## src/assert_macros.svh

```systemverilog
// Assertion macros shared by the pool allocator modules.
// Each macro expects clk and arst_n in the scope where it is used.
`ifndef ASSERT_MACROS_SVH
`define ASSERT_MACROS_SVH

// Property holds at every clock edge outside reset.
`define OPA_ASSERT(name, prop, msg) \
	name: assert property (@(posedge clk) disable iff (!arst_n) prop) \
		else $error(msg);

// Condition never holds at a clock edge outside reset.
`define OPA_ASSERT_NEVER(name, cond, msg) \
	name: assert property (@(posedge clk) disable iff (!arst_n) !(cond)) \
		else $error(msg);

`endif

```

## src/opa_pkg.sv

```systemverilog
// Shared types and constants for the object pool allocator.
// Used by opa_front, opa_queue, opa_back and object_pool_allocator.
package opa_pkg;

	localparam int HANDLE_W = 12;
	localparam int COUNT_W = 13;
	localparam int CFG_DATA_W = COUNT_W;
	localparam int POOL_DEPTH_DEF = 4096;
	localparam int QUEUE_DEPTH = 2;
	localparam logic [COUNT_W-1:0] CAP_RESET = COUNT_W'(4096);

	typedef enum logic [1:0] {
		CMD_ALLOC = 2'd0,
		CMD_RECYCLE = 2'd1,
		CMD_ROLLBACK = 2'd2
	} cmd_t;

	typedef enum logic [1:0] {
		ST_FRESH = 2'd0,
		ST_RECYCLED = 2'd1,
		ST_OOM = 2'd2,
		ST_DONE = 2'd3
	} status_t;

	typedef enum logic [0:0] {
		CFG_RECYCLE_ENABLE = 1'b0,
		CFG_CAPACITY = 1'b1
	} cfg_idx_t;

	// One classified request on its way from the front end to the back end.
	typedef struct packed {
		logic [1:0] command;
		logic [HANDLE_W-1:0] handle;
		logic [COUNT_W-1:0] count;
		logic [HANDLE_W-1:0] idx;
	} opa_item_t;

	// Queue fill status seen by the front end.
	typedef struct packed {
		logic full;
		logic empty;
	} opa_qstat_t;

endpackage

```

## src/opa_front.sv

```systemverilog
// Front end: takes requests, computes the link memory index of the handle.
// Depends on opa_pkg; feeds opa_queue.
module opa_front import opa_pkg::*; #(
	parameter int POOL_DEPTH = POOL_DEPTH_DEF
) (
	input  logic clk,
	input  logic arst_n,
	input  logic start,
	output logic busy,
	input  logic [1:0] command,
	input  logic [HANDLE_W-1:0] handle_in,
	input  logic [COUNT_W-1:0] rollback_count,
	input  opa_qstat_t q_stat,
	output logic push,
	output opa_item_t push_item
);

	// Handles never exceed the handle space, so larger pools act as that size.
	localparam int HANDLE_SPAN = 1 << HANDLE_W;
	localparam int MOD_DEP = (POOL_DEPTH > HANDLE_SPAN) ? HANDLE_SPAN : POOL_DEPTH;
	localparam int SHIFT = HANDLE_W + $clog2(MOD_DEP);
	localparam int RECIP = ((1 << SHIFT) + MOD_DEP - 1) / MOD_DEP;
	localparam int RECIP_W = HANDLE_W + 2;
	localparam int PROD_W = HANDLE_W + RECIP_W;
	localparam int DEP_W = HANDLE_W + 1;
	localparam int QD_W = HANDLE_W + DEP_W;

	logic valid_s1;
	logic [1:0] cmd_s1;
	logic [HANDLE_W-1:0] handle_s1;
	logic [COUNT_W-1:0] count_s1;
	logic [PROD_W-1:0] prod_s1;
	logic accept;
	logic [PROD_W-1:0] quot_wide;
	logic [HANDLE_W-1:0] quot;
	logic [QD_W-1:0] quot_dep;

	// The stage holds while the queue is full.
	assign busy = valid_s1 & q_stat.full;
	assign accept = start & ~busy;
	assign push = valid_s1 & ~q_stat.full;

	always_ff @(posedge clk or negedge arst_n) begin
		if (!arst_n) begin
			valid_s1 <= 1'b0;
		end else begin
			valid_s1 <= accept | busy;
		end
	end

	// Capture the request and the reciprocal product of the handle.
	always_ff @(posedge clk) begin
		if (accept) begin
			cmd_s1 <= command;
			handle_s1 <= handle_in;
			count_s1 <= rollback_count;
			prod_s1 <= PROD_W'(handle_in) * PROD_W'(RECIP_W'(RECIP));
		end
	end

	// Quotient from the product, then remainder by one constant multiply.
	assign quot_wide = prod_s1 >> SHIFT;
	assign quot = quot_wide[HANDLE_W-1:0];
	assign quot_dep = QD_W'(quot) * QD_W'(DEP_W'(MOD_DEP));

	always_comb begin
		push_item.command = cmd_s1;
		push_item.handle = handle_s1;
		push_item.count = count_s1;
		push_item.idx = handle_s1 - quot_dep[HANDLE_W-1:0];
	end

endmodule

```

## config.mk

```make
export PLATFORM = sky130hd
export DESIGN_NAME = opa_front
export DESIGN_NICKNAME = d
export VERILOG_FILES = /design/src/assert_macros.svh /design/src/opa_pkg.sv /design/src/opa_front.sv
export SDC_FILE = /design/constraint.sdc
export NUM_CORES = 1
export LEC_CHECK = 0
export BUFFER_PORTS_ARGS = -buffer_cell sky130_fd_sc_hd__buf_4
export CELL_PAD_IN_SITES_DETAIL_PLACEMENT = 0
export CELL_PAD_IN_SITES_GLOBAL_PLACEMENT = 2
export CORE_UTILIZATION = 23
export CTS_CLUSTER_DIAMETER = 80
export DETAILED_ROUTE_END_ITERATION = 6
export PLACE_DENSITY_LB_ADDON = 0.25
export SLEW_MARGIN = 20
export SYNTH_ARGS = -nofsm -noshare
export SYNTH_HDL_FRONTEND = slang
export SYNTH_SLANG_ARGS = --single-unit
```

## constraint.sdc

```tcl
create_clock -name clk -period 3.1 [get_ports clk]
set_input_delay 0.31 -clock clk [delete_from_list [all_inputs] [get_ports clk]]
set_output_delay 0.31 -clock clk [all_outputs]
set_load 0.05 [all_outputs]
```

### Word level (Yosys, flattened, before mapping)

Index checks and enable logic that the tools add are counted.
W data, S select, Z words.

| storage, ports and cells | value |
|---|---|
| input port bits | 32 |
| register bits after elaboration | 28 |
| output and inout bits | 41 |

| cells by class | value |
|---|---|
| bitwise operators | 6 |

Operator list:

| cell | number |
|---|---|
| $and A1 B1 Y1 | 3 |
| $not A1 Y1 | 2 |
| $or A1 B1 Y1 | 1 |

### Longest topological paths before layout

| logic depth | value |
|---|---|
| depth in word-level cells | 4 |
| gate-level depth with buffers | 1 |
| mapped depth without buffers | 1 |

### Worst setup path before layout

OpenSTA, ideal clock, no wires.

| timing path | value |
|---|---|
| path type | register to register |
| start point | register valid_s1 |
| end point | register cmd_s1[0], enable pin |
| path slack | 0.276 ns |
| arrival time | 2.371 ns |
| period minus slack after synthesis | 2.824 ns |
| cell stages (with the launch flop) | 2 |
| cell sequence | dfrtp_1 > a21boi_0 |

| between the ends | value |
|---|---|
| word-level cells in the longest chain between the ends | 3 |

RTL lines:

| what | line | source |
|---|---|---|
| start, declared | opa_front.sv:28 | `logic valid_s1;` |
| start signal, assigned | opa_front.sv:47 | `valid_s1 <= accept \| busy;` |
| $and A1 B1 Y1 | opa_front.sv:39 | `assign busy = valid_s1 & q_stat.full;` |
| $not A1 Y1 | opa_front.sv:40 | `assign accept = start & ~busy;` |
| $and A1 B1 Y1 | opa_front.sv:40 |  |
| net accept | opa_front.sv:33 | `logic accept;` |
| end signal, assigned | opa_front.sv:54 | `cmd_s1 <= command;` |
| end, declared | opa_front.sv:29 | `logic [1:0] cmd_s1;` |

The timed path passes the listed nets, and every way through them passes these cells.
A chain may end at the register's enable or synchronous reset.

### Final worst setup path

| timing path | value |
|---|---|
| start point | register valid_s1 |
| end point | output push |

| between the ends | value |
|---|---|
| word-level cells in the longest chain between the ends | 1 |

RTL lines:

| what | line | source |
|---|---|---|
| $and A1 B1 Y1 | opa_front.sv:41 | `assign push = valid_s1 & ~q_stat.full;` |
| end, declared | opa_front.sv:14 | `output logic push,` |

Every way passes these cells.

==> results.md <==
- Status: completed
- Fmax: approximately 730 MHz
- Placed Area: between 1000 and 1500 um2
- Worst-path clk slew: approximately 0.090 ns
- I/O Pins: 73
- Row count: 23
- Final Setup Violations: 0
- Initial Utilization: 24.0%
- IR Drop Worst-Case VDD: about 0.15 mV
- Max Slew Vio Count: 0
- RSZ-0062 raised after global routing: false
- Vias in the first global route: approximately 490
- Die area: 4430 um2
- CP max FO: 4
- #FFs+latches synth: 28
- Synthesized net count: between 70 and 80
- Syn_area_per_cell: ~22 um2
- Via count: 587
- Crit start category: flip-flop
- Register area share after synthesis: between 80% and 90%
- Die H: between 60 and 70 um
- First-pass iteration count of the detailed router: 4
- Final hold violations: 0
- Setup Skew: 0.00687 ns
- Yosys Warn Count: 0
- Worst Hold Slack: around 0.21 ns
- Commonest non-fill, non-tap cell in the layout: buf_4
- FF/Latch Area: 836 um2
- First-pass GRT wire length: between 2 and 2.5 mm
- CTS Buffer Depth: 2
- Share of cells above drive strength 1: 72.5%
- Total setup buffers inserted after CTS: 0
- Mapped cell area: approximately 960 um2
- Dpl hpwl: about 1.3 mm
- Max-slew headroom: slightly below 80%
- Synth unique cells: 7
- Worst Setup End Kind: output pin
- Routed wire length: 1.78 mm
- H-tree levels: 1
- Detailed-route DRC error count: 0
- CTS root buf: clkbuf_8
- Hold Crit Class: input port to flip-flop
- Port Buffers: 71
- Pwr/cell area: 543 nW/um2
- Tcrit/Tclk final: 44.4%
- Routed Antenna Nets: 0
- Multi-input logic area: between 30 and 40 um2
- RD Place Congestion: around 0.63
- CP required: 2.79 ns
- CTS tree: done
- Clk_lat worst skew: roughly 0.27 ns
- Total GRT Usage: about 7.4%
- Max-Cap Viols: 0
- Initial antenna violation count: 0
- TritonCTS Buffers: 3
- Pin count of the biggest net entering global routing: 28
- WP data arrival: 1.07 ns
- Crit path time final: between 1 and 1.5 ns
- Die W: roughly 67 um
- Finished Cell Area: 1530 um2
- DR WL/cell: 11.2 um
- Setup TNS: 0 ns
- Fillers: between 300 and 400
- N_diodes: 0
- Critical path type: flip-flop to output pin
- Final nets: between 100 and 150
- Total core area: 4000 um2
- Syn Inst Count: 44
- Worst-margin pin slew: between 0.3 and 0.4 ns
- Total grt overflow: 0
- 1st-iter DRT viols: 27
- Vias per cell: 3.69
- Clk sink count: 28
- Lkg Pwr: 0.000658 uW
- Most frequent cells in the layout: buf_4, edfxtp_1, clkbuf_8
- P&R area growth vs syn: 59.7%
## routing by layer
| layer | global-route usage [%] | wire (um) | part of all wire [%] | vias to the layer above |
|---|---|---|---|---|
| li1 | - | - | - | 278 |
| met1 | 8.38 | 597 | 34 | 267 |
| met2 | 11.9 | 974 | 55 | 42 |
| met3 | 2.74 | 210 | 12 | 0 |
| met4 | 3.99 | 0 | 0 | 0 |
| met5 | 0 | 0 | 0 | - |
## worst max-delay path, cell delays in order, from the launching register on
cell and delay, ns:
dfrtp_1 0.42, and2b_2 0.20, buf_4 0.18
## layout make-up
cell class              instances  area share, %
repair buffers                 73           36.0
clock buffers                   3           2.70
well taps                      50           4.09
flip-flops and latches         28           54.6
multi-input cells               4           2.37
clock inverters                 1          0.245
## stage by stage
step                power, uW  cells  utilization, %  worst slack [ns]
floorplan                 582     44               -             0.276
global placement          645    154            36.9              1.86
detailed placement        647    154            36.9              1.84
CTS                       847    159            38.3              1.70
global route              867    159            38.3              1.66
finish                    830    159            38.3              1.72
## logic make-up (layout without fill, tap and decap cells)
logic type	after synthesis	count (layout)	share of synthesized area, %
DFF	28	28	87.2
buffers and inverters	12	77	9.40
AOI/OAI and AO/OA	2	2	1.70
and+or+nand+nor	2	2	1.70
## cells in the mapped netlist
library cell | count | area (um2)
a21o_2 | 1 | 8.76
and2b_2 | 1 | 8.76
edfxtp_1 | 27 | 811
dfrtp_1 | 1 | 25.0
a21boi_0 | 1 | 7.51
and2_2 | 1 | 7.51
buf_4 | 12 | 90.1
## power by group
group | switching, uW | total (uW) | internal [uW]
clock network | 105 | 193 | 88.6
logic | 127 | 190 | 63.3
registers | 7.22 | 447 | 440
## path summary, 6_finish.rpt
check / from / endpoint / slack (ns) / cells after the start
setup / recovery: valid_s1$_DFF_PN0_ / push / 1.72 / 2
hold / removal: rollback_count[9] / count_s1[9]$_DFFE_PP_ / 0.21 / 1
setup reg to reg: valid_s1$_DFF_PN0_ / handle_s1[10]$_DFFE_PP_ / 1.89 / 2
hold reg to reg: valid_s1$_DFF_PN0_ / valid_s1$_DFF_PN0_ / 0.56 / 1
max in group asynchronous: arst_n / valid_s1$_DFF_PN0_ / 2.68 / 2
min in group asynchronous: arst_n / valid_s1$_DFF_PN0_ / 0.34 / 2
## repair_timing
action	4_1_cts	5_1_grt
endpoints found under the hold margin	1	0
gates resized for setup	0	0
hold buffers	1	0
## flip-flops by register name (all words and copies together) (netlist names)
| register | cells |
|---|---|
| cmd_s1 | 2 |
| handle_s1 | 12 |
| count_s1 | 13 |
| valid_s1 | 1 |
(Power assumes the default switching activity.)
