--- src/assert_macros.svh ---
// Assertion macros shared by the pool allocator modules.
// Each macro expects clk and arst_n in the scope where it is used.
`ifndef ASSERT_MACROS_SVH
`define ASSERT_MACROS_SVH

// Property holds at every clock edge outside reset.
`define OPA_ASSERT(name, prop, msg) \
	name: assert property (@(posedge clk) disable iff (!arst_n) prop) \
		else $error(msg);

// Condition never holds at a clock edge outside reset.
`define OPA_ASSERT_NEVER(name, cond, msg) \
	name: assert property (@(posedge clk) disable iff (!arst_n) !(cond)) \
		else $error(msg);

`endif

--- src/opa_pkg.sv ---
// Shared types and constants for the object pool allocator.
// Used by opa_front, opa_queue, opa_back and object_pool_allocator.
package opa_pkg;

	localparam int HANDLE_W = 12;
	localparam int COUNT_W = 13;
	localparam int CFG_DATA_W = COUNT_W;
	localparam int POOL_DEPTH_DEF = 4096;
	localparam int QUEUE_DEPTH = 2;
	localparam logic [COUNT_W-1:0] CAP_RESET = COUNT_W'(4096);

	typedef enum logic [1:0] {
		CMD_ALLOC = 2'd0,
		CMD_RECYCLE = 2'd1,
		CMD_ROLLBACK = 2'd2
	} cmd_t;

	typedef enum logic [1:0] {
		ST_FRESH = 2'd0,
		ST_RECYCLED = 2'd1,
		ST_OOM = 2'd2,
		ST_DONE = 2'd3
	} status_t;

	typedef enum logic [0:0] {
		CFG_RECYCLE_ENABLE = 1'b0,
		CFG_CAPACITY = 1'b1
	} cfg_idx_t;

	// One classified request on its way from the front end to the back end.
	typedef struct packed {
		logic [1:0] command;
		logic [HANDLE_W-1:0] handle;
		logic [COUNT_W-1:0] count;
		logic [HANDLE_W-1:0] idx;
	} opa_item_t;

	// Queue fill status seen by the front end.
	typedef struct packed {
		logic full;
		logic empty;
	} opa_qstat_t;

endpackage

--- src/opa_queue.sv ---
// Two-entry queue between the front end and the back end.
// Depends on opa_pkg and assert_macros.svh.
module opa_queue import opa_pkg::*; (
	input  logic clk,
	input  logic arst_n,
	input  logic push,
	input  opa_item_t push_item,
	input  logic pop,
	output opa_item_t pop_item,
	output opa_qstat_t q_stat
);

	localparam int PTR_W = $clog2(QUEUE_DEPTH);
	localparam int CNT_W = $clog2(QUEUE_DEPTH + 1);

	opa_item_t entry_q [QUEUE_DEPTH];
	logic [PTR_W-1:0] wr_ptr_q;
	logic [PTR_W-1:0] rd_ptr_q;
	logic [CNT_W-1:0] count_q;
	logic do_push;
	logic do_pop;

	assign q_stat.full = (count_q == CNT_W'(QUEUE_DEPTH));
	assign q_stat.empty = (count_q == '0);
	assign do_push = push & ~q_stat.full;
	assign do_pop = pop & ~q_stat.empty;
	assign pop_item = entry_q[rd_ptr_q];

	// Pointers and fill count.
	always_ff @(posedge clk or negedge arst_n) begin
		if (!arst_n) begin
			wr_ptr_q <= '0;
			rd_ptr_q <= '0;
			count_q <= '0;
		end else begin
			if (do_push) begin
				wr_ptr_q <= wr_ptr_q + PTR_W'(1);
			end
			if (do_pop) begin
				rd_ptr_q <= rd_ptr_q + PTR_W'(1);
			end
			if (do_push && !do_pop) begin
				count_q <= count_q + CNT_W'(1);
			end else if (do_pop && !do_push) begin
				count_q <= count_q - CNT_W'(1);
			end
		end
	end

	// Entry storage.
	always_ff @(posedge clk) begin
		if (do_push) begin
			entry_q[wr_ptr_q] <= push_item;
		end
	end

`include "assert_macros.svh"

	`OPA_ASSERT_NEVER(a_push_when_full, push && q_stat.full, "queue written while full")
	`OPA_ASSERT_NEVER(a_count_range, count_q > CNT_W'(QUEUE_DEPTH), "queue count overrun")
	`OPA_ASSERT(a_pop_drains, do_pop && !do_push && count_q == CNT_W'(1) |=> q_stat.empty,
		"queue not empty after last entry left")

endmodule

--- config.mk ---
export PLATFORM = sky130hd
export DESIGN_NAME = opa_queue
export DESIGN_NICKNAME = d
export VERILOG_FILES = /design/src/opa_pkg.sv /design/src/opa_queue.sv
export VERILOG_INCLUDE_DIRS = /design/src /design/src/src
export SDC_FILE = /design/constraint.sdc
export NUM_CORES = 1
export LEC_CHECK = 0
export BUFFER_PORTS_ARGS = -buffer_cell sky130_fd_sc_hd__buf_2
export CORE_ASPECT_RATIO = 1.2
export CORE_UTILIZATION = 47
export DETAILED_ROUTE_END_ITERATION = 10
export PLACE_DENSITY = 0.73
export SLEW_MARGIN = 5
export SYNTH_ARGS = -nofsm -noshare
export SYNTH_HDL_FRONTEND = slang
export SYNTH_SLANG_ARGS = --single-unit
--- constraint.sdc ---
create_clock -name clk -period 4.8 [get_ports clk]
set_clock_uncertainty 0.15 [all_clocks]
set_input_delay 0.96 -clock clk [delete_from_list [all_inputs] [get_ports clk]]
set_output_delay 0.96 -clock clk [all_outputs]
set_load 0.005 [all_outputs]
# == Yosys cells after proc, flatten, opt, wreduce, memory -nomap -nowiden ==
# Memories as Yosys holds them, arrays and structs flattened.
# Cells that the tools add are included.
# totals
ff_bits,4
latch_bits,0
ramBits,78
mem_bits_ro,0
in_bits,43
output_inout_bits,41
mem_count,1
# op_classes
add_sub_neg,4
mul,0
div,0
magnitude_cmp,0
eq_ne,1
n_shift,0
mux,4
n_bitwise,4
n_reduce_logical,6
# mem_list
memory,words,word_bits,rd,rd_clocked_by_memory_dff,wr,line_no,source
entry_q,2,39,1,0,1,opa_queue.sv:16,opa_item_t entry_q [QUEUE_DEPTH];
# ops
op,n
two-way mux 2 bit,2
"adder 1 bit, second input constant",2
"adder 2 x 1 -> 2 bit, second input constant",1
AND 1 bit,2
"equality test 2 bit, second input constant",1
logical AND 1 bit,2
logical NOT 1 bit,2
logical NOT 2 bit,1
two-way mux 1 bit,2
NOT 1 bit,2
nonzero test 2 bit,1
"subtractor 2 x 1 -> 2 bit, second input constant",1

# == Logic depth before layout (Yosys ltp) ==
# Gate-level depths: netlist of run 1.
# depth
word_depth,7
ltp_mapped,7

# == Worst setup path after synthesis of run 1 ==
# No wires, ideal clock.
# synth_path
kind,in2reg
from,in push
to,mem entry_q[0][0] (netlist bit) (enable)
arrival_time_ps,2692
slack_ps,1522
stages,2
n_path_buf,0
cell_sequence,nand2_1 -> nor2_1
# synth_between
elab_chain_len,3
# synth_rtl
item,line_no,source
start: declaration,opa_queue.sv:6,"input logic push,"
AND 1 bit,opa_queue.sv:25,assign do_push = push & ~q_stat.full;
two-way mux 1 bit,opa_queue.sv:52,if (do_push) begin
two-way mux 1 bit (not written as such),opa_queue.sv:53,entry_q[wr_ptr_q] <= push_item;
end: declaration,opa_queue.sv:16,
# No other way between the ends.

==> results of run 1 <==
[synthesized netlist by cell type, drive strengths merged]
master  count
dfrtp       4
ha          1
xor2        2
xnor2       3
mux2       39
o21ai       1
nor2        3
edfxtp     78
nand2b      1
inv         2
buf         4
and3        1
nand2       1
[per-layer routing]
metal | vias to the layer above | part of all wire, %
met1 | 724 | 42
li1 | 719 | -
met3 | 9 | 4.7
met5 | - | 0
met4 | 0 | 2.5
met2 | 53 | 51
[state kept, by name (all words and copies together) (netlist names)]
name      cells
rd_ptr_q      1
entry_q      78
wr_ptr_q      1
count_q       2
[cell families (layout without fill, tap and decap cells)]
kind of cell    count (synthesis)  in the layout
compound gates                  1              1
xor+xnor                        5              5
fa+ha+maj                       1              1
buf+inv                         6             98
flops                          82             82
mux                            39             39
simple gates                    6              6
[how the worst max path moves through the flow]
stage                                    to  slack [ns]  cells after the start
CTS                            pop_item[35]        1.78                      2
global route                    pop_item[7]        1.71                      2
detailed placement             pop_item[35]        2.15                      2
global placement               pop_item[35]        2.14                      2
finish                         pop_item[17]        1.82                      2
floorplan           entry_q[0][0]$_DFFE_PP_        1.52                      2
[power breakdown]
part,switching (mW),total [mW],internal (mW)
logic,0.232,0.531,0.299
registers,0.111,1.09,0.983
clock network,0.215,0.550,0.335
[layout make-up]
| class | instances | area (um^2) | area share (%) |
|---|---|---|---|
| Clock buffer | 9 | 124 | 3.33 |
| Clock inverter | 4 | 93.8 | 2.52 |
| Inverter | 2 | 7.51 | 0.202 |
| Multi-Input combinational cell | 52 | 537 | 14.4 |
| Sequential cell | 82 | 2440 | 65.6 |
| Tap cell | 82 | 103 | 2.76 |
| Timing Repair Buffer | 83 | 415 | 11.2 |
[through the flow]
step           cells  hold WS, ns  cell area [um^2]  worst slack (ns)  total power, mW
6_report         314        0.268              3720              1.82             2.18
5_1_grt          314        0.252              3720              1.71             2.30
4_1_cts          314        0.255              3720              1.78             2.20
3_5_place_dp     301        0.384              3510              2.15             1.65
3_3_place_gp     301        0.358              3510              2.14             1.64
2_1_floorplan    140        0.311              3010              1.52             1.43
[placed cells by master, fill, tap and decap left out]
cell type / instances
ha_1: 1
dfrtp_1: 3
edfxtp_1: 78
bufinv_16: 3
clkbuf_8: 9
o21ai_1: 1
and3_2: 1
buf_2: 83
xnor2_1: 3
nand2_1: 1
nand2b_1: 1
nor2_1: 2
nor2_4: 1
dfrtp_2: 1
inv_1: 2
clkinv_1: 1
mux2_2: 39
xor2_1: 2
==> impl_results.md, run 1 <==
- Status: finished clean
- R2r startpoint: count_q[0]$_DFFE_PN0P_
- Final setup vio count: 0
- Sequential cell area fraction in the yosys report: 81.2%
- Top cells by area, synth: edfxtp_1 (78%), mux2_2 (15%), dfrtp_1 (3.3%), buf_4 (1.0%), xnor2_1 (0.87%)
- Max incr delay on CP: 0.97 ns
- Leak: 1.42 nW
- First-pass GRT wire length: 6540 um
- Congestion Overflow GR: 0
- Area grow syn2layout: 23.8%
- Critical R2R Capture: entry_q[0][4]$_DFFE_PP_
- Post-synthesis xor/xnor area fraction: 1.46%
- DR DRC count: 0
- DR vias/cell: 4.79
- Initial antenna violation count: 0
- Post-synthesis simple-gate area fraction: 0.915%
- Synth Area in Compound Gates: 0.166%
- Overall Global Routing Usage: 14.4%
- Global-route met3 utilization: 3.91%
- Crit-path slowest cell: dfrtp_2
- Post-synthesis cell count: 140
- Final Hold Viols: 0
- Crit path DAT: 1.87 ns
- Htree depth: 3
- I/O pin total: 84
- Synthesis-stage register bit count: 82
- Worst Setup Path Type: reg2out
- Wirelength per Cell: 14.9 um
- Starting DRT DRC Count: 70
- Max VDD drop: 503 uV
- Port bufs: 83
- Max Cap Violations: 0
- Vias: 1505
- Vias in the first global route: 1435
- TritonCTS Buffers: 9
- Root Buffer: clkbuf_8
- Largest family of logic cells by synthesized area: multiplexers
- RSZ-0062 raised after global routing: false
- Worst hold path class: in2async
- Startpoint Class: flip-flop
- Worst reg-to-reg path cell count: 3
- Slew Viols, Final: 0
- CTS tree: done
- Core box area: 6090 um^2
- Rel. slew slack: 25.2%
- Largest area contributor in the netlist: edfxtp_1
- GRT busiest layer: met2
- Adder-cell share of the synthesized area: 0.416%
- GR met2 Demand/Resource: 23.6%
- Critical path startpoint: rd_ptr_q$_DFFE_PN0P_
- CP max FO: 40
- Syn avg cell area: 21.5 um^2
- Cts repair resizes: 0
- Mapped Area: 3010 um^2
- Die W: 75.0 um
- Largest net degree at the start of global routing: 41
- Least-Margin Pin Slew: 1.12 ns
- Met1 usage: 16.1%
- Post-Route WL: 4670 um
- Setup TNS: 0 ns
- Core Rows: 31
- Crit path required time: 3.69 ns
- Pre-antenna DRT Iters: 5
- Synth top area share: 77.9%
- Antenna-violating nets left: 0
- Part of the cycle the worst path needs: 62.0%
- Initial Utilization: 49.4%
- Post-DP HPWL: 2860 um
- Share of cells above drive strength 1: 59.1%
- Fin util: 61.1%
- Clk_lat worst skew: 0.33 ns
- CP endpoint kind: output pin
- Synth warn: 0
- Number of nets in the layout: 274
- Post-CTS Hold Fix Bufs: 0
- Reg2Reg Setup Slack: 2.63 ns
- Setup bufs post-CTS: 0
- Post-synthesis mux area share: 14.6%
- Pwr per Cell Area: 584 nW/um^2
- Clock tree sinks: 82
- Die area: 6730 um^2
- Net Count, Synth: 184
- # diodes: 0
- Cell Chain, Critical Path: mux2_2, buf_2
- CTS Buffer Depth: 2
- Die H: 89.6 um
- FILL cells: 476
- Crit-path leading delay family: flip-flops
- Distinct cells, synth: 13
- CP Buf/Inv Count: 1
- Placer Congestion: 0.634
- Minimum clock period: 2.98 ns
- Fmax: 336 MHz
- Clk pin slew, worst setup/hold paths: 0.07 ns
Power figures use the tool's default switching activity.
==> run 2: changes to the inputs <==
- CORE_UTILIZATION: 47 -> 46
- PLACE_DENSITY: 0.73 -> 0.75
- clock period: 4.8 -> 2.7 ns (I/O delays scaled with it)
==> run 2 against run 1 <==
Against the previous run:
- wire length is 2.7% higher
- sequential power grew 73%
- count of clock-buffer cells in the layout is 1 higher
- cell area up 0.20%
- clock power is 31% higher
- sequential share of layout area down 0.13 points
- cell count up 2.2%
- combinational power is 100% higher
- total power grew 69%
==> impl_results.md, run 2 (synthesized netlist as in run 1, its figures left out) <==
- Status: finished clean
- Fmax: 397 MHz
- Clock tree sinks: 82 (unchanged)
- Post-Route WL: 4800 um (+2.7%)
- Starting DRT DRC Count: 79 (+13%)
- Power share of the clock group: 19.7% (-5.6 points)
- Place WS: 0.531 ns (-1.62 ns)
- Largest register FFs: 78 (unchanged)
- RSZ-0062 raised after global routing: false
- Final Hold Viols: 0 (unchanged)
- Clk_lat worst skew: 0.33 ns (about the same)
- Die W: 75.8 um (+1.0%)
- Final Instance Count excl. Fillers: 321 (+2.2%)
- Flop pwr share: 51.5% (+1.2 points)
- Critical R2R Capture: entry_q[0][24]$_DFFE_PP_
- CP endpoint: pop_item[0]
- Placer Congestion: 0.720 (+14%)
- Overall Global Routing Usage: 15.4% (+1.0 points)
- Minimum clock period: 2.52 ns
- Wirelength per Cell: 15.0 um (+0.46%)
- R2r startpoint: count_q[0]$_DFFE_PN0P_
- Die H: 90.6 um (+1.1%)
- Crit path required time: 2.01 ns (-1.68 ns)
- Worst Setup Slack, final: 0.182 ns (-1.64 ns)
- Regs by FF count: entry_q: 78 flops, count_q: 2 flops
- Rel. slew slack: 61.7% (+37 points)
- Internal power: 2.65 mW (+64%)
- Dpl cells: 305 (+1.3%)
- Share of cells above drive strength 1: 59.8% (+0.78 points)
- Vias in the first global route: 1539 (+7.2%)
- Initial antenna violation count: 0 (unchanged)
- Number of nets in the layout: 279 (+1.8%)
- Congestion Overflow GR: 0 (unchanged)
- Root Buffer: clkbuf_8
- Crit-path leading delay family: flip-flops
- Core box area: 6170 um^2 (+1.3%)
- Initial Utilization: 48.8% (-0.62 points)
- Most frequent cells in the layout: buf_2 (83), edfxtp_1 (78), mux2_2 (39), clkbuf_8 (9)
- Stages on worst setup path: 3 (+1)
- Pre-antenna DRT Iters: 4 (-1)
- Leak: 1.41 nW (-0.25%)
- Final setup vio count: 0 (unchanged)
- Setup TNS: 0 ns (unchanged)
- I/O pin total: 84 (unchanged)
- Cell Chain, Critical Path: buf_4, mux2_2, buf_2
- TritonCTS Buffers: 9 (unchanged)
- Area grow syn2layout: 24.0%
- CP Buf/Inv Count: 2 (+1)
- Max Cap Violations: 0 (unchanged)
- Core Rows: 31 (unchanged)
- Largest net degree at the start of global routing: 24 (-41%)
- Switching share of power: 27.7% (+2.1 points)
- Combinational fraction of design power: 28.8% (+4.4 points)
- CTS Buffer Depth: 2 (unchanged)
- Worst Setup Path Type: reg2out
- Htree depth: 3 (unchanged)
- Clk pin slew, worst setup/hold paths: 0.08 ns (about the same)
- Part of the cycle the worst path needs: 93.3%
- DR vias/cell: 4.82 (+0.61%)
- Startpoint Class: flip-flop
- Max VDD drop: 516 uV (+2.6%)
- Die area: 6870 um^2 (+2.1%)
- Vias: 1548 (+2.9%)
- Setup bufs post-CTS: 0 (unchanged)
- FILL cells: 463 (-2.7%)
- Least-Margin Pin Slew: 0.573 ns (-0.547 ns)
- CP endpoint kind: output pin
- CP max FO: 23 (-43%)
- Cts repair resizes: 0 (unchanged)
- Top reg by flops: entry_q
- # diodes: 0 (unchanged)
- Slew Viols, Final: 0 (unchanged)
- CTS tree: done
- Max incr delay on CP: 0.69 ns (-0.28 ns)
- Post-DP HPWL: 3310 um (+16%)
- Crit path DAT: 1.83 ns (-0.04 ns)
- Reg2Reg Setup Slack: 0.78 ns (-1.85 ns)
- DR DRC count: 0 (unchanged)
- Worst hold path class: in2reg
- Port bufs: 83 (unchanged)
- Pwr per Cell Area: 983 nW/um^2 (+68%)
- Critical path startpoint: rd_ptr_q$_DFFE_PN0P_
- First-pass GRT wire length: 7340 um (+12%)
- P_sw: 1.02 mW (+82%)
- Antenna-violating nets left: 0 (unchanged)
- Worst reg-to-reg path cell count: 4 (+1)
- Most common cell after layout, fill and taps aside: buf_2
- Post-CTS Hold Fix Bufs: 1 (+1)
- Crit-path slowest cell: dfrtp_2
## run 2: changes by cell type in the layout (fill, tap and decap cells not counted), sizes merged
| cell | change |
|---|---|
| buf | +4 |
| bufinv | -3 |
| clkbuf | +1 |
| clkinv | +1 |
| clkinvlp | +3 |
| dlygate4sd3 | +1 |
## run 2: metal layers
metal | track usage [%] | wire [um] | vias up
li1 | - | - | 732
met1 | 17.2 | 1840 | 756
met2 | 25.3 | 2580 | 53
met3 | 5.02 | 275 | 7
met4 | 7.87 | 103 | 0
met5 | 0 | 0 | -
## run 2: power by group through the flow
stage | logic (mW) | registers, mW | clock network, mW
after floorplan | 0.694 | 1.84 | 0
after detailed placement | 1.08 | 1.92 | 0
after CTS | 1.08 | 1.89 | 0.744
after global routing | 1.18 | 1.93 | 0.789
after global placement | 1.06 | 1.91 | 0
final | 1.06 | 1.89 | 0.722
## run 2: how the worst min path moves through the flow
stage,from,to,cells after the start
2_1_floorplan,arst_n,count_q[0]$_DFFE_PN0P_,0
6_report,push_item[11],entry_q[0][11]$_DFFE_PP_,1
4_1_cts,push_item[10],entry_q[1][10]$_DFFE_PP_,1
3_3_place_gp,arst_n,count_q[1]$_DFFE_PN0P_,1
5_1_grt,push_item[11],entry_q[0][11]$_DFFE_PP_,1
3_5_place_dp,arst_n,wr_ptr_q$_DFFE_PN0P_,1
## run 2: final cells by class
class	instances	area (um^2)	area share (%)
inverter	2	7.51	0.201
tap	82	103	2.75
clock buffer	10	128	3.42
multi-input combinational	52	537	14.4
sequential	82	2440	65.5
timing repair buffer	88	480	12.9
clock inverter	5	32.5	0.872
## run 2: through the flow
stage	power [mW]	hold slack [ns]	cell area (um^2)	util, %
5_1_grt	3.90	0.207	3730	60.5
6_report	3.67	0.233	3730	60.5
3_3_place_gp	2.97	0.210	3560	57.7
4_1_cts	3.72	0.209	3730	60.5
3_5_place_dp	3.00	0.211	3560	57.7
2_1_floorplan	2.53	0.0944	3010	-
==> run 3: changes to the inputs <==
- PLACE_DENSITY: 0.75 -> unset
- PLACE_DENSITY_LB_ADDON: unset -> 0.15
- TNS_END_PERCENT: unset -> 20
==> run 3 against run 2 <==
Against the previous run:
- global-route usage is 0.88 points higher
- wire length grew 4.5%
- largest power group unchanged
- total power is 3.9% higher
- worst setup slack gained 0.085 ns
- non-clock buffer count shrank 1
- hold slack improved by 0.0051 ns
- critical path depth did not move
- via count down 0.84%
- core utilization rose by 0.55 points
- combinational power about the same
- first-iteration DRC count rose by 5.1%
==> impl_results.md, run 3 (synthesized netlist as in run 1, its figures left out) <==
- Clock tree sinks: 82 (unchanged)
- Share of cells above drive strength 1: 59.0% (-0.84 points)
- Final Hold Viols: 0 (unchanged)
- DR vias/cell: 4.78 (-0.84%)
- Stages on worst setup path: 3 (unchanged)
- Setup TNS: 0 ns (unchanged)
- Max Cap Violations: 0 (unchanged)
- Pre-antenna DRT Iters: 6 (+2)
- Leak: 1.44 nW (+1.6%)
- Setup bufs post-CTS: 0 (unchanged)
- Part of the cycle the worst path needs: 90.1% (-3.2 points)
- Overall Global Routing Usage: 16.2% (+0.88 points)
- Place WS: 0.608 ns (+0.0764 ns)
- Rel. slew slack: 68.9% (+7.2 points)
- Minimum clock period: 2.43 ns (-0.0851 ns)
- Worst hold path class: in2reg
- CP endpoint kind: output pin
- Crit-path slowest cell: dfrtp_2
- Status: finished clean
- RSZ-0062 raised after global routing: false
- Area occupied by multi-input gates: 537 um^2 (unchanged)
- Root Buffer: clkbuf_8
- Post-Route WL: 5010 um (+4.5%)
- Slew Viols, Final: 0 (unchanged)
- Worst Setup Path Type: reg2out
- Worst Setup Slack, final: 0.267 ns (+0.0851 ns)
- Critical R2R Capture: entry_q[0][36]$_DFFE_PP_
- Reg2Reg Setup Slack: 0.85 ns (+0.07 ns)
- Startpoint Class: flip-flop
- CP max FO: 22 (-4.3%)
- FILL cells: 473 (+2.2%)
- Worst hold slack: 0.238 ns (+0.00507 ns)
- Die area: 6870 um^2 (unchanged)
- Largest net degree at the start of global routing: 27 (+13%)
- Initial Utilization: 48.8% (unchanged)
- Clk_lat worst skew: 0.34 ns (about the same)
- Post-DP HPWL: 3510 um (+6.3%)
- Placer Congestion: 0.684 (-5.1%)
- Top reg by flops: entry_q
- Final setup vio count: 0 (unchanged)
- Core Rows: 31 (unchanged)
- Max VDD drop: 580 uV (+12%)
- Crit path required time: 2.01 ns (about the same)
- Power after layout: 3.81 mW (+3.9%)
- Cell Chain, Critical Path: buf_12, mux2_2, buf_2
- Core box area: 6170 um^2 (unchanged)
- Most common cell after layout, fill and taps aside: buf_2
- Port bufs: 83 (unchanged)
- Congestion Overflow GR: 0 (unchanged)
- DR DRC count: 0 (unchanged)
- Fmax: 411 MHz (+3.5%)
- Die W: 75.8 um (unchanged)
- Register Area: 2440 um^2 (unchanged)
- CTS Buffer Depth: 2 (unchanged)
- Least-Margin Pin Slew: 0.465 ns (-0.108 ns)
- Vias: 1535 (-0.84%)
- Critical path startpoint: rd_ptr_q$_DFFE_PN0P_
- Number of nets in the layout: 278 (-0.36%)
- Wirelength per Cell: 15.6 um (+4.5%)
- Starting DRT DRC Count: 83 (+5.1%)
- CP Buf/Inv Count: 2 (unchanged)
- Largest register FFs: 78 (unchanged)
- Regs by FF count: entry_q: 78 flops, count_q: 2 flops
- Max incr delay on CP: 0.67 ns (-0.02 ns)
- Die H: 90.6 um (unchanged)
- Most frequent cells in the layout: buf_2 (83), edfxtp_1 (78), mux2_2 (39), clkbuf_8 (10)
- Area grow syn2layout: 25.2%
- Antenna-violating nets left: 0 (unchanged)
- First-pass GRT wire length: 7720 um (+5.2%)
- Pwr per Cell Area: 1010 nW/um^2 (+2.9%)
- I/O pin total: 84 (unchanged)
- R2r startpoint: count_q[0]$_DFFE_PN0P_
- Vias in the first global route: 1693 (+10%)
- CTS tree: done
- # diodes: 0 (unchanged)
- Clk pin slew, worst setup/hold paths: 0.08 ns (about the same)
- Crit-path leading delay family: flip-flops
- Worst reg-to-reg path cell count: 4 (unchanged)
- TritonCTS Buffers: 9 (unchanged)
- CP endpoint: pop_item[35]
- Crit path DAT: 1.74 ns (-0.09 ns)
- Htree depth: 3 (unchanged)
- Initial antenna violation count: 0 (unchanged)
[run 3: stage by stage]
step                      area [um^2]  utilization (%)  std cells
final                            3760             61.0        321
after CTS                        3760             61.0        321
after global routing             3760             61.0        321
after floorplan                  3010                -        140
after global placement           3570             57.8        304
after detailed placement         3570             57.8        304
[run 3: worst register-to-register path, cell delays in order, from the launching register on]
cell      delay, ns
dfrtp_1        0.43
nand2b_1       0.16
nand2_1        0.14
nor2_4         0.40
buf_12         0.27
[run 3: where the power goes]
group | internal (mW) | leakage (nW) | total [mW] | switching, mW
Sequential | 1.74 | 0.770 | 1.88 | 0.141
Combinational | 0.596 | 0.568 | 1.09 | 0.493
Clock | 0.451 | 0.0974 | 0.839 | 0.388
[run 3: repair_timing]
item	in CTS	in global routing
hold buffers	1	0
gates resized for setup	0	0
endpoints found under the hold margin	4	0
setup endpoints to repair	0	0
[run 3: how the worst min path moves through the flow]
stage                  startpoint                       end  slack, ns  cells past startpoint
global route        push_item[19]  entry_q[0][19]$_DFFE_PP_       0.21                      1
CTS                 push_item[15]  entry_q[0][15]$_DFFE_PP_       0.22                      1
global placement           arst_n      wr_ptr_q$_DFFE_PN0P_       0.20                      1
floorplan                  arst_n    count_q[0]$_DFFE_PN0P_       0.09                      0
detailed placement         arst_n      wr_ptr_q$_DFFE_PN0P_       0.20                      1
finish              push_item[14]  entry_q[1][14]$_DFFE_PP_       0.24                      1
[run 3: routing by layer]
layer / track usage (%) / part of all wire, % / routed length, um / vias up
met5: 0 / 0 / 0 / -
met4: 7.87 / 0.58 / 29 / 0
met3: 5.36 / 5.7 / 284 / 2
met2: 28.8 / 56 / 2830 / 56
met1: 16.2 / 37 / 1870 / 746
li1: - / - / - / 731
[run 3: layout make-up]
type	instances	share of cell area [%]
Sequential cell	82	64.9
Multi-Input combinational cell	52	14.3
Timing Repair Buffer	87	12.9
Clock buffer	13	3.95
Tap cell	82	2.73
Clock inverter	3	1.06
Inverter	2	0.199
